**config.mk**
```make
export PLATFORM = sky130hd
export DESIGN_NAME = pprs_merge_flat
export DESIGN_NICKNAME = d
export VERILOG_FILES = /design/src/rtl/pprs_pkg.sv /design/src/rtl/pprs_out_if.sv /design/src/rtl/pprs_merge.sv /design/src/flat_wrapper.sv
export SDC_FILE = /design/constraint.sdc
export NUM_CORES = 1
export LEC_CHECK = 0
export BUFFER_PORTS_ARGS = -buffer_cell sky130_fd_sc_hd__buf_2
export CAP_MARGIN = 5
export CORE_MARGIN = 3
export CORE_UTILIZATION = 45
export DETAILED_ROUTE_END_ITERATION = 10
export PLACE_DENSITY = 0.75
export REMOVE_ABC_BUFFERS = 1
export SYNTH_ARGS = -nofsm -noshare
export SYNTH_HDL_FRONTEND = slang
export SYNTH_SLANG_ARGS = --single-unit
```
**constraint.sdc**
```tcl
create_clock -name clk_i -period 7.7 [get_ports clk_i]
set_clock_uncertainty 0.15 [all_clocks]
set_input_delay 0.385 -clock clk_i [delete_from_list [all_inputs] [get_ports clk_i]]
set_output_delay 0.385 -clock clk_i [all_outputs]
set_load 0.02 [all_outputs]
```
**src/rtl/pprs_pkg.sv**
```systemverilog
// Package with the shared constants and types of the ping-pong sample reorder unit.
package pprs_pkg;

  localparam int SAMPLE_BITS = 32;
  localparam int FIELD_BITS  = 32;
  localparam int STORE_BITS  = (SAMPLE_BITS < FIELD_BITS) ? SAMPLE_BITS : FIELD_BITS;

  localparam int TILE_W      = 4;
  localparam int BEAT_W      = 3;
  localparam int PAIR_W      = 4;
  localparam int STORE_DEPTH = 512;
  localparam int LANES       = 4;
  localparam int LANE_W      = 2;
  localparam int BANK_DEPTH  = STORE_DEPTH / LANES;
  localparam int BANK_AW     = $clog2(BANK_DEPTH);
  localparam int FIFO_DEPTH  = 2;
  localparam int LEVEL_W     = 2;

  localparam logic [TILE_W-1:0] LAST_TILE = TILE_W'(15);
  localparam logic [BEAT_W-1:0] LAST_BEAT = BEAT_W'(7);

  typedef struct packed {
    logic                  en;
    logic                  half;
    logic [1:0]            group;
    logic                  col_hi;
    logic [3:0]            samp;
    logic [FIELD_BITS-1:0] first;
    logic [FIELD_BITS-1:0] second;
  } pprs_wr_t;

  typedef struct packed {
    logic       en;
    logic       half;
    logic [1:0] group;
    logic [1:0] col;
    logic [2:0] pair;
  } pprs_rd_t;

  typedef struct packed {
    logic              valid;
    logic              col_lo;
    logic [PAIR_W-1:0] pair;
    logic              last;
  } pprs_meta_t;

  typedef struct packed {
    logic [LEVEL_W-1:0] level;
    logic               pop;
  } pprs_stat_t;

  typedef struct packed {
    logic [FIELD_BITS-1:0] out_even;
    logic [FIELD_BITS-1:0] out_odd;
    logic [PAIR_W-1:0]     pair_position;
    logic                  beat_end;
  } pprs_res_t;

endpackage

```
**src/rtl/pprs_out_if.sv**
```systemverilog
// Request channel carrying one reordered output pair.
interface pprs_out_if;
  import pprs_pkg::*;

  logic                  valid;
  logic                  ready;
  logic [FIELD_BITS-1:0] out_even;
  logic [FIELD_BITS-1:0] out_odd;
  logic [PAIR_W-1:0]     pair_position;
  logic                  beat_end;

  modport source (output valid, output out_even, output out_odd, output pair_position,
                  output beat_end, input ready);
  modport sink   (input valid, input out_even, input out_odd, input pair_position,
                  input beat_end, output ready);
endinterface

```
**src/rtl/pprs_merge.sv**
```systemverilog
// Merge stage that picks the even and odd samples from the lanes and queues the result.
module pprs_merge (
  input  logic                                               clk_i,
  input  logic                                               rst_ni,
  input  logic [pprs_pkg::LANES-1:0][pprs_pkg::STORE_BITS-1:0] rdata_i,
  input  pprs_pkg::pprs_meta_t                               meta_i,
  output pprs_pkg::pprs_stat_t                               stat_o,
  pprs_out_if.source                                         out_o
);
  import pprs_pkg::*;

  pprs_res_t          fifo_q [FIFO_DEPTH];
  pprs_res_t          res;
  pprs_res_t          head;
  logic               wr_ptr_q, wr_ptr_d;
  logic               rd_ptr_q, rd_ptr_d;
  logic [LEVEL_W-1:0] level_q, level_d;
  logic               push;
  logic               pop;

  always_comb begin
    res.out_even      = FIELD_BITS'(rdata_i[{meta_i.col_lo, 1'b0}]);
    res.out_odd       = FIELD_BITS'(rdata_i[{meta_i.col_lo, 1'b1}]);
    res.pair_position = meta_i.pair;
    res.beat_end      = meta_i.last;
  end

  assign push = meta_i.valid;
  assign pop  = out_o.valid && out_o.ready;

  always_comb begin
    wr_ptr_d = push ? ~wr_ptr_q : wr_ptr_q;
    rd_ptr_d = pop ? ~rd_ptr_q : rd_ptr_q;
    level_d  = level_q + LEVEL_W'(push) - LEVEL_W'(pop);
  end

  always_ff @(posedge clk_i or negedge rst_ni) begin
    if (!rst_ni) begin
      wr_ptr_q <= 1'b0;
      rd_ptr_q <= 1'b0;
      level_q  <= '0;
    end else begin
      wr_ptr_q <= wr_ptr_d;
      rd_ptr_q <= rd_ptr_d;
      level_q  <= level_d;
    end
  end

  always_ff @(posedge clk_i) begin
    if (push) begin
      fifo_q[wr_ptr_q] <= res;
    end
  end

  assign head = fifo_q[rd_ptr_q];

  assign out_o.valid         = (level_q != '0);
  assign out_o.out_even      = head.out_even;
  assign out_o.out_odd       = head.out_odd;
  assign out_o.pair_position = head.pair_position;
  assign out_o.beat_end      = head.beat_end;

  assign stat_o.level = level_q;
  assign stat_o.pop   = pop;

endmodule

```
**src/flat_wrapper.sv**
```systemverilog
// flat-port wrapper written by rule: the top's interface ports become plain ports
module pprs_merge_flat import pprs_pkg::*;
  (clk_i, rst_ni, rdata_i, meta_i, stat_o, out_o_valid, out_o_out_even, out_o_out_odd, out_o_pair_position, out_o_beat_end, out_o_ready);
  pprs_out_if out_o_i ();
  input  logic clk_i;
  input  logic rst_ni;
  input  logic [pprs_pkg::LANES-1:0][pprs_pkg::STORE_BITS-1:0] rdata_i;
  input  pprs_pkg::pprs_meta_t meta_i;
  output pprs_pkg::pprs_stat_t stat_o;
  output wire logic [$bits(out_o_i.valid)-1:0] out_o_valid;
  output wire logic [$bits(out_o_i.out_even)-1:0] out_o_out_even;
  output wire logic [$bits(out_o_i.out_odd)-1:0] out_o_out_odd;
  output wire logic [$bits(out_o_i.pair_position)-1:0] out_o_pair_position;
  output wire logic [$bits(out_o_i.beat_end)-1:0] out_o_beat_end;
  input wire logic [$bits(out_o_i.ready)-1:0] out_o_ready;
  assign out_o_valid = out_o_i.valid;
  assign out_o_out_even = out_o_i.out_even;
  assign out_o_out_odd = out_o_i.out_odd;
  assign out_o_pair_position = out_o_i.pair_position;
  assign out_o_beat_end = out_o_i.beat_end;
  assign out_o_i.ready = out_o_ready;
  pprs_merge u_core (.clk_i(clk_i), .rst_ni(rst_ni), .rdata_i(rdata_i), .meta_i(meta_i), .stat_o(stat_o), .out_o(out_o_i));
endmodule
```
==> results.tsv, run 1 <==
stage	metric	value	unit
layout	area delta synth->final	25.1	%
cts	Post-CTS Resized	0	
status	status	completed	
worst_setup_path	Reg-to-Reg End	u_core.rd_ptr_q	
pwr	Clock power frac	28.3	%
placement	GP Congestion	0.713	
worst_setup_path	Crit Path Class	flip-flop to primary output	
detailed_routing	final wirelength	11.7	mm
pwr	Pint	2.04	mW
global_routing	Tot GR Track Use	14.3	%
sta	final worst slack	4.68	ns
hold_path	hold endpoint	u_core.fifo_q[0][3]	
cts	CTS tree	yes	
cts	Worst-path clk slew	0.06	ns
worst_setup_path	R2R Path Start	u_core.rd_ptr_q	
detailed_routing	DR pass1 iterations	4	
sta	Fmax	332	MHz
sta	setup violators final	0	
layout	Non-Filler Instances	714	
global_routing	antenna violations before repair	0	
cts	later-pin clock latency in the skew report	0.40	ns
global_routing	first-pass GRT wire length	17.6	mm
placement	I/O Buffers	210	
pwr	Static Leak	3.61	nW
floorplan	DIE WIDTH	127	um
worst_setup_path	Worst setup EP type	primary output	
cts	Root Driver	clkbuf_16	
cts	H-tree lvl count	4	
layout	# fillers	1113	
sta	Least-Margin Pin Slew	0.953	ns
detailed_routing	post-DR wirelength/cell	16.4	um
cts	Clock Sinks	142	
hold_path	Min-Delay Path Depth	1	
placement	cell total after placement	680	
detailed_routing	Vias	3432	
sta	max-slew violations	0	
hold_path	Min-Delay Path Class	primary input to flip-flop	
cts	total CTS buffers	17	
synthesis	Seq/Total Area, Yosys	64.2	%
synthesis	Cells after Synth	303	
layout	design area	8270	um^2
sta	RSZ-0062 raised after global routing	no	
layout	most common cell after layout, fill and taps aside	buf_2	
floorplan	Top Ports	211	
sta	setup TNS	0	ns
worst_setup_path	CP Max Fanout	41	
synthesis	YS warnings	0	
global_routing	Overflow after GRT	0	
placement	post-place setup slack	5.06	ns
global_routing	largest net degree at the start of global routing	70	
detailed_routing	DR iter-0 viols	180	
sta	Final Hold Viols	0	
sta	relative slew slack	36.5	%
placement	area post-placement	7630	um^2
floorplan	Core Box Area	14100	um^2
pwr	PD cells	353	nW/um^2
layout	layout cell share with drive strength beyond 1	70.4	%
pwr	Sequential Power Share	38.7	%
synthesis	synth unique cells	15	
layout	diode count	0	
hold_path	Hold Path Origin	meta_i[3]	
layout	Final Net Count	662	
cts	Post-CTS Repair Setup Buffers	0	
pwr	switch share	30.2	%
worst_setup_path	crit path launch type	flip-flop	
pwr	Comb power frac	33.0	%
worst_setup_path	Reg2Reg Setup Slack	5.70	ns
worst_setup_path	CP required	7.16	ns
layout	most frequent cells in the layout	buf_2, edfxtp_1, mux2_4, clkbuf_16	
detailed_routing	Residual DRC	0	
sta	Min Clock Period, post-route	3.02	ns
pwr	Switch Pwr	880	uW
floorplan	die height	127	um
floorplan	DIE AREA	16200	um^2
worst_setup_path	CP arrival	2.48	ns
synthesis	synthesized area per cell	21.8	um^2
floorplan	site row count	43	
pwr	VDD IR max	0.205	mV
sta	period utilisation layout	39.2	%
worst_setup_path	FF-to-FF path depth	2	
global_routing	number of global-route vias before repair	3514	
floorplan	starting density of the core	46.7	%
flow_run	maxcap violations	0	
detailed_routing	post-route ant nets	0	
detailed_routing	Avg Vias per Cell	4.81	
synthesis	number of synthesized register bits	142	
synthesis	Mapped Area	6610	um^2
cts	Bufs on Longest Clock Path	2	
critical path, cell delays in order (launching register included):
cell and delay, ns:
dfrtp_4 0.79, buf_4 0.74, mux2_4 0.36, buf_2 0.16
power groups by stage:
stage | registers, mW | clock network, mW | logic, mW
floorplan | 1.18 | 0 | 0.696
global placement | 1.14 | 0 | 0.970
detailed placement | 1.15 | 0 | 0.982
CTS | 1.13 | 0.839 | 0.986
global route | 1.15 | 0.880 | 1.03
finish | 1.13 | 0.826 | 0.963
through the flow:
step / utilization [%] / hold WS (ns) / power [mW]
final: 58.4 / 0.0288 / 2.92
after global routing: 58.4 / 0.00259 / 3.05
after CTS: 58.4 / 0.00260 / 2.96
after detailed placement: 54.0 / 0.0539 / 2.13
after global placement: 54.0 / 0.0572 / 2.11
after floorplan: - / -0.0606 / 1.87
registers in the layout (all words and copies together), names as in the netlist:
signal / flops
u_core.fifo_q: 138
u_core.wr_ptr_q: 1
u_core.level_q: 2
u_core.rd_ptr_q: 1
what timing repair did:
action / in CTS / in global routing
endpoints found under the setup margin: 0 / 0
endpoints found under the hold margin: 6 / 2
hold buffers: 2 / 1
cell type report:
cell class                      count  area (um^2)  share of cell area, %
Clock inverter                     13          173                   2.09
Multi-Input combinational cell    143         2080                   25.1
Inverter                            2         7.51                 0.0908
Timing Repair Buffer              216         1110                   13.4
Sequential cell                   142         4250                   51.4
Clock buffer                       18          429                   5.19
Tap cell                          180          225                   2.72
worst max path at each step:
stage	end	cells after the start	start	slack, ns
floorplan	u_core.fifo_q[0][0]	1	u_core.wr_ptr_q	3.58
global placement	out_o_out_even[25]	3	u_core.rd_ptr_q	5.07
detailed placement	out_o_out_even[25]	3	u_core.rd_ptr_q	5.06
CTS	out_o_out_even[26]	3	u_core.rd_ptr_q	4.61
global route	out_o_out_even[7]	3	u_core.rd_ptr_q	4.55
finish	out_o_out_odd[23]	3	u_core.rd_ptr_q	4.68
per-layer routing:
layer	wire length [um]	track usage, %
met5	0	0
met4	104	4.54
met2	5960	24.4
met1	4740	16.6
met3	888	5.64
cell usage after synthesis (all sizes together):
master / instances / share of area (%)
or2: 1 / 0.095
inv: 2 / 0.11
o21a: 1 / 0.11
and2: 1 / 0.095
xor2: 2 / 0.27
edfxtp: 138 / 63
buf: 16 / 4.4
dfrtp: 4 / 1.5
mux2: 133 / 30
nor2b: 1 / 0.095
ha: 2 / 0.38
xnor2: 2 / 0.27
kinds of logic (layout without fill, tap and decap cells):
| kind of cell | after synthesis | after routing | synth area share (%) |
|---|---|---|---|
| flip-flops | 142 | 142 | 64.2 |
| multiplexers | 133 | 133 | 30.0 |
| buffers and inverters | 18 | 249 | 4.51 |
| XOR/XNOR | 4 | 4 | 0.530 |
| AND/OR/NAND/NOR | 3 | 3 | 0.284 |
| adder cells (fa/ha/maj) | 2 | 2 | 0.379 |
| AO/OA/AOI/OAI | 1 | 1 | 0.114 |
Note: power is estimated with default switching activity, not from simulation.
==> run 2, diff against run 1 <==
- ABC_AREA: not set -> 1
- PLACE_DENSITY: 0.75 -> 0.79
- clock period: 7.7 -> 2.76 ns (I/O delays scaled with it)
==> run 2 against run 1 <==
  * Critical path depth increased by 1
  * Critical path type unchanged
  * Utilization rose by 10 points
  * Largest power group unchanged
  * Total power grew to 2.8 times the previous value
==> results.tsv, run 2 <==
stage	metric	value	unit	change
status	status	completed		
cts	Bufs on Longest Clock Path	2		unchanged
synthesis	Mapped Area	6150	um^2	-6.9%
placement	post-DP HPWL	8.40	mm	
global_routing	Overflow after GRT	0		unchanged
layout	Final Net Count	1065		+61%
floorplan	Core Box Area	13300	um^2	-6.0%
sta	period utilisation layout	76.6	%	
pwr	Static Leak	4.32	nW	+20%
global_routing	largest net degree at the start of global routing	71		+1.4%
floorplan	DIE WIDTH	123	um	-3.4%
detailed_routing	post-DR wirelength/cell	13.5	um	-17%
sta	relative slew slack	51.1	%	+15 points
global_routing	first-pass GRT wire length	22.8	mm	+30%
worst_setup_path	CP Max Fanout	70		+71%
worst_setup_path	crit path launch type	flip-flop		
floorplan	die height	123	um	-3.4%
cts	Worst-path clk slew	0.06	ns	about the same
hold_path	Hold Path Origin	rdata_i[35]		
sta	Fmax	473	MHz	
worst_setup_path	Crit path top cell by count	nand2_1		
layout	Biggest register	u_core.fifo_q		
worst_setup_path	CP required	2.47	ns	-4.69 ns
floorplan	DIE AREA	15100	um^2	-6.6%
detailed_routing	DR pass1 iterations	5		+1
layout	multi-input logic area	1440	um^2	-31%
worst_setup_path	Critical Path Source	u_core.rd_ptr_q		
synthesis	YS warnings	0		unchanged
global_routing	antenna violations before repair	0		unchanged
cts	Root Driver	clkbuf_16		
sta	setup violators final	0		unchanged
cts	total CTS buffers	17		unchanged
pwr	VDD IR max	0.487	mV	+140%
worst_setup_path	critical path's slowest cell	inv_4		
cts	CTS tree	yes		
layout	area delta synth->final	48.7	%	
worst_setup_path	CP arrival	1.83	ns	-0.65 ns
detailed_routing	Avg Vias per Cell	4.61		-4.1%
sta	max-slew violations	0		unchanged
synthesis	Cells after Synth	596		+97%
pwr	PD cells	891	nW/um^2	+150%
worst_setup_path	FF-to-FF path depth	3		+1
layout	layout cell share with drive strength beyond 1	27.1	%	-43 points
synthesis	number of synthesized flops with an enable pin	138		unchanged
floorplan	site row count	42		-2.3%
hold_path	Min-Delay Path Class	primary input to flip-flop		
layout	max reg flops	138		unchanged
synthesis	largest area contributor in the netlist	edfxtp_1		
layout	fin util	68.8	%	+10 points
synthesis	synthesized area per cell	10.3	um^2	-53%
cts	Clock Sinks	142		unchanged
global_routing	number of global-route vias before repair	4829		+37%
placement	I/O Buffers	210		unchanged
layout	diode count	0		unchanged
synthesis	Synth area leaders	edfxtp_1, nand2_1, o21ai_0		
worst_setup_path	CP cell instances	inv_4 -> nand2_1 -> nand2_1 -> buf_2		
worst_setup_path	R2R Path Start	u_core.wr_ptr_q		
sta	Final Hold Slack	0.00444	ns	-0.0243 ns
synthesis	synth unique cells	16		+1
worst_setup_path	Crit Path Class	flip-flop to primary output		
worst_setup_path	Worst setup EP type	primary output		
layout	# fillers	903		-19%
layout	most common cell after layout, fill and taps aside	nand2_1		
floorplan	Top Ports	211		unchanged
flow_run	maxcap violations	0		unchanged
synthesis	count leader, synth	nand2_1		
detailed_routing	DR iter-0 viols	288		+60%
cts	later-pin clock latency in the skew report	0.40	ns	about the same
synthesis	Seq/Total Area, Yosys	69.0	%	+4.8 points
sta	Min Clock Period, post-route	2.12	ns	
global_routing	Tot GR Track Use	19.8	%	+5.5 points
hold_path	hold endpoint	u_core.fifo_q[1][8]		
layout	most frequent cells in the layout	nand2_1, buf_2, edfxtp_1, dlygate4sd3_1, inv_1		
worst_setup_path	CP top delay family	buffers and inverters		
detailed_routing	post-route ant nets	0		unchanged
placement	GP Congestion	0.719		+0.93%
worst_setup_path	Reg2Reg Setup Slack	1.20	ns	-4.50 ns
cts	H-tree lvl count	4		unchanged
sta	RSZ-0062 raised after global routing	no		
sta	Least-Margin Pin Slew	0.733	ns	-0.219 ns
hold_path	Min-Delay Path Depth	3		+2
worst_setup_path	CP max stage delay	0.52	ns	-0.27 ns
synthesis	Synth async-reset ratio	2.82	%	unchanged
layout	FF/Latch Area	4250	um^2	about the same
floorplan	starting density of the core	46.3	%	-0.45 points
synthesis	Post-synth top flop	edfxtp_1		
synthesis	number of synthesized register bits	142		unchanged
detailed_routing	Vias	5135		+50%
synthesis	Synth top area share	67.4	%	+4.7 points
detailed_routing	Residual DRC	0		unchanged
cts	Post-CTS Repair Setup Buffers	0		unchanged
worst_setup_path	WP buf/inv	2		unchanged
detailed_routing	final wirelength	15.1	mm	+29%
synthesis	Post-synth top cells	nand2_1, edfxtp_1, inv_1		
sta	Final Hold Viols	0		unchanged
worst_setup_path	Reg-to-Reg End	u_core.fifo_q[1][8]		
layout	biggest regs	u_core.fifo_q x138, u_core.level_q x2		
run 2: changes by cell type after synthesis, moves of 3 or more:
cell	delta
mux2_2	-4
buf_12	-13
buf_4	+8
nand2_1	+281
mux2_4	-129
buf_2	+12
o21ai_0	+61
clkbuf_2	+4
inv_1	+70
o21ai_2	+3
run 2: how the worst max path moves through the flow:
| stage | endpoint | cells past startpoint |
|---|---|---|
| after detailed placement | out_o_out_odd[29] | 4 |
| after floorplan | u_core.fifo_q[0][0] | 1 |
| after global routing | out_o_out_even[14] | 4 |
| final | out_o_out_even[14] | 4 |
| after CTS | out_o_out_odd[24] | 4 |
| after global placement | out_o_out_even[26] | 4 |
run 2: cell families (layout without fill, tap and decap cells):
group | after synthesis | after routing | share of synthesized area, %
AOI/OAI and AO/OA | 64 | 64 | 5.39
xor gates and xnor gates | 1 | 1 | 0.142
adders and majority gates | 2 | 2 | 0.407
buffers and inverters | 103 | 445 | 7.69
DFF | 142 | 142 | 69.0
and+or+nand+nor | 284 | 284 | 17.4
run 2: area by class of cell:
cell class                 instances  share of cell area [%]
sequential                       142                    46.4
timing repair buffer             340                    25.9
multi-input combinational        351                    15.8
clock buffer                      18                    4.69
inverter                          73                    3.02
tap                              176                    2.41
clock inverter                    14                    1.83
run 2: per-layer routing:
layer / track usage [%] / part of all wire, % / vias up
met5: 0 / 0 / -
met2: 36.3 / 54 / 180
met1: 21.5 / 37 / 2346
met3: 5.35 / 6.8 / 29
li1: - / - / 2580
met4: 8.19 / 2.1 / 0
run 2: where the power goes:
group / switching, mW / leakage (nW) / internal, mW
Sequential: 0.120 / 1.35 / 2.90
Clock: 0.847 / 0.275 / 1.42
Combinational: 1.96 / 2.69 / 0.907
Total: 2.92 / 4.32 / 5.23
run 2: timing repair:
item	4_1_cts	5_1_grt
hold buffers	124	0
gates resized for setup	0	0
endpoints found under the hold margin	145	0
setup endpoints to repair	0	0
run 2: through the flow:
| stage | setup TNS, ns | setup slack [ns] | power (mW) | cells | area (um^2) |
|---|---|---|---|---|---|
| 2_1_floorplan | -81.53 | -1.18 | 4.74 | 566 | 5950 |
| 6_report | 0 | 0.645 | 8.15 | 1114 | 9150 |
| 3_5_place_dp | 0 | 1.07 | 5.77 | 958 | 7310 |
| 5_1_grt | 0 | 0.483 | 8.61 | 1114 | 9150 |
| 4_1_cts | 0 | 0.615 | 8.20 | 1114 | 9150 |
| 3_3_place_gp | 0 | 1.10 | 5.72 | 958 | 7310 |
run 2: worst min-delay path, cell delays in order:
cell and delay (ns):
buf_2 0.09, inv_1 0.04, o21ai_0 0.10
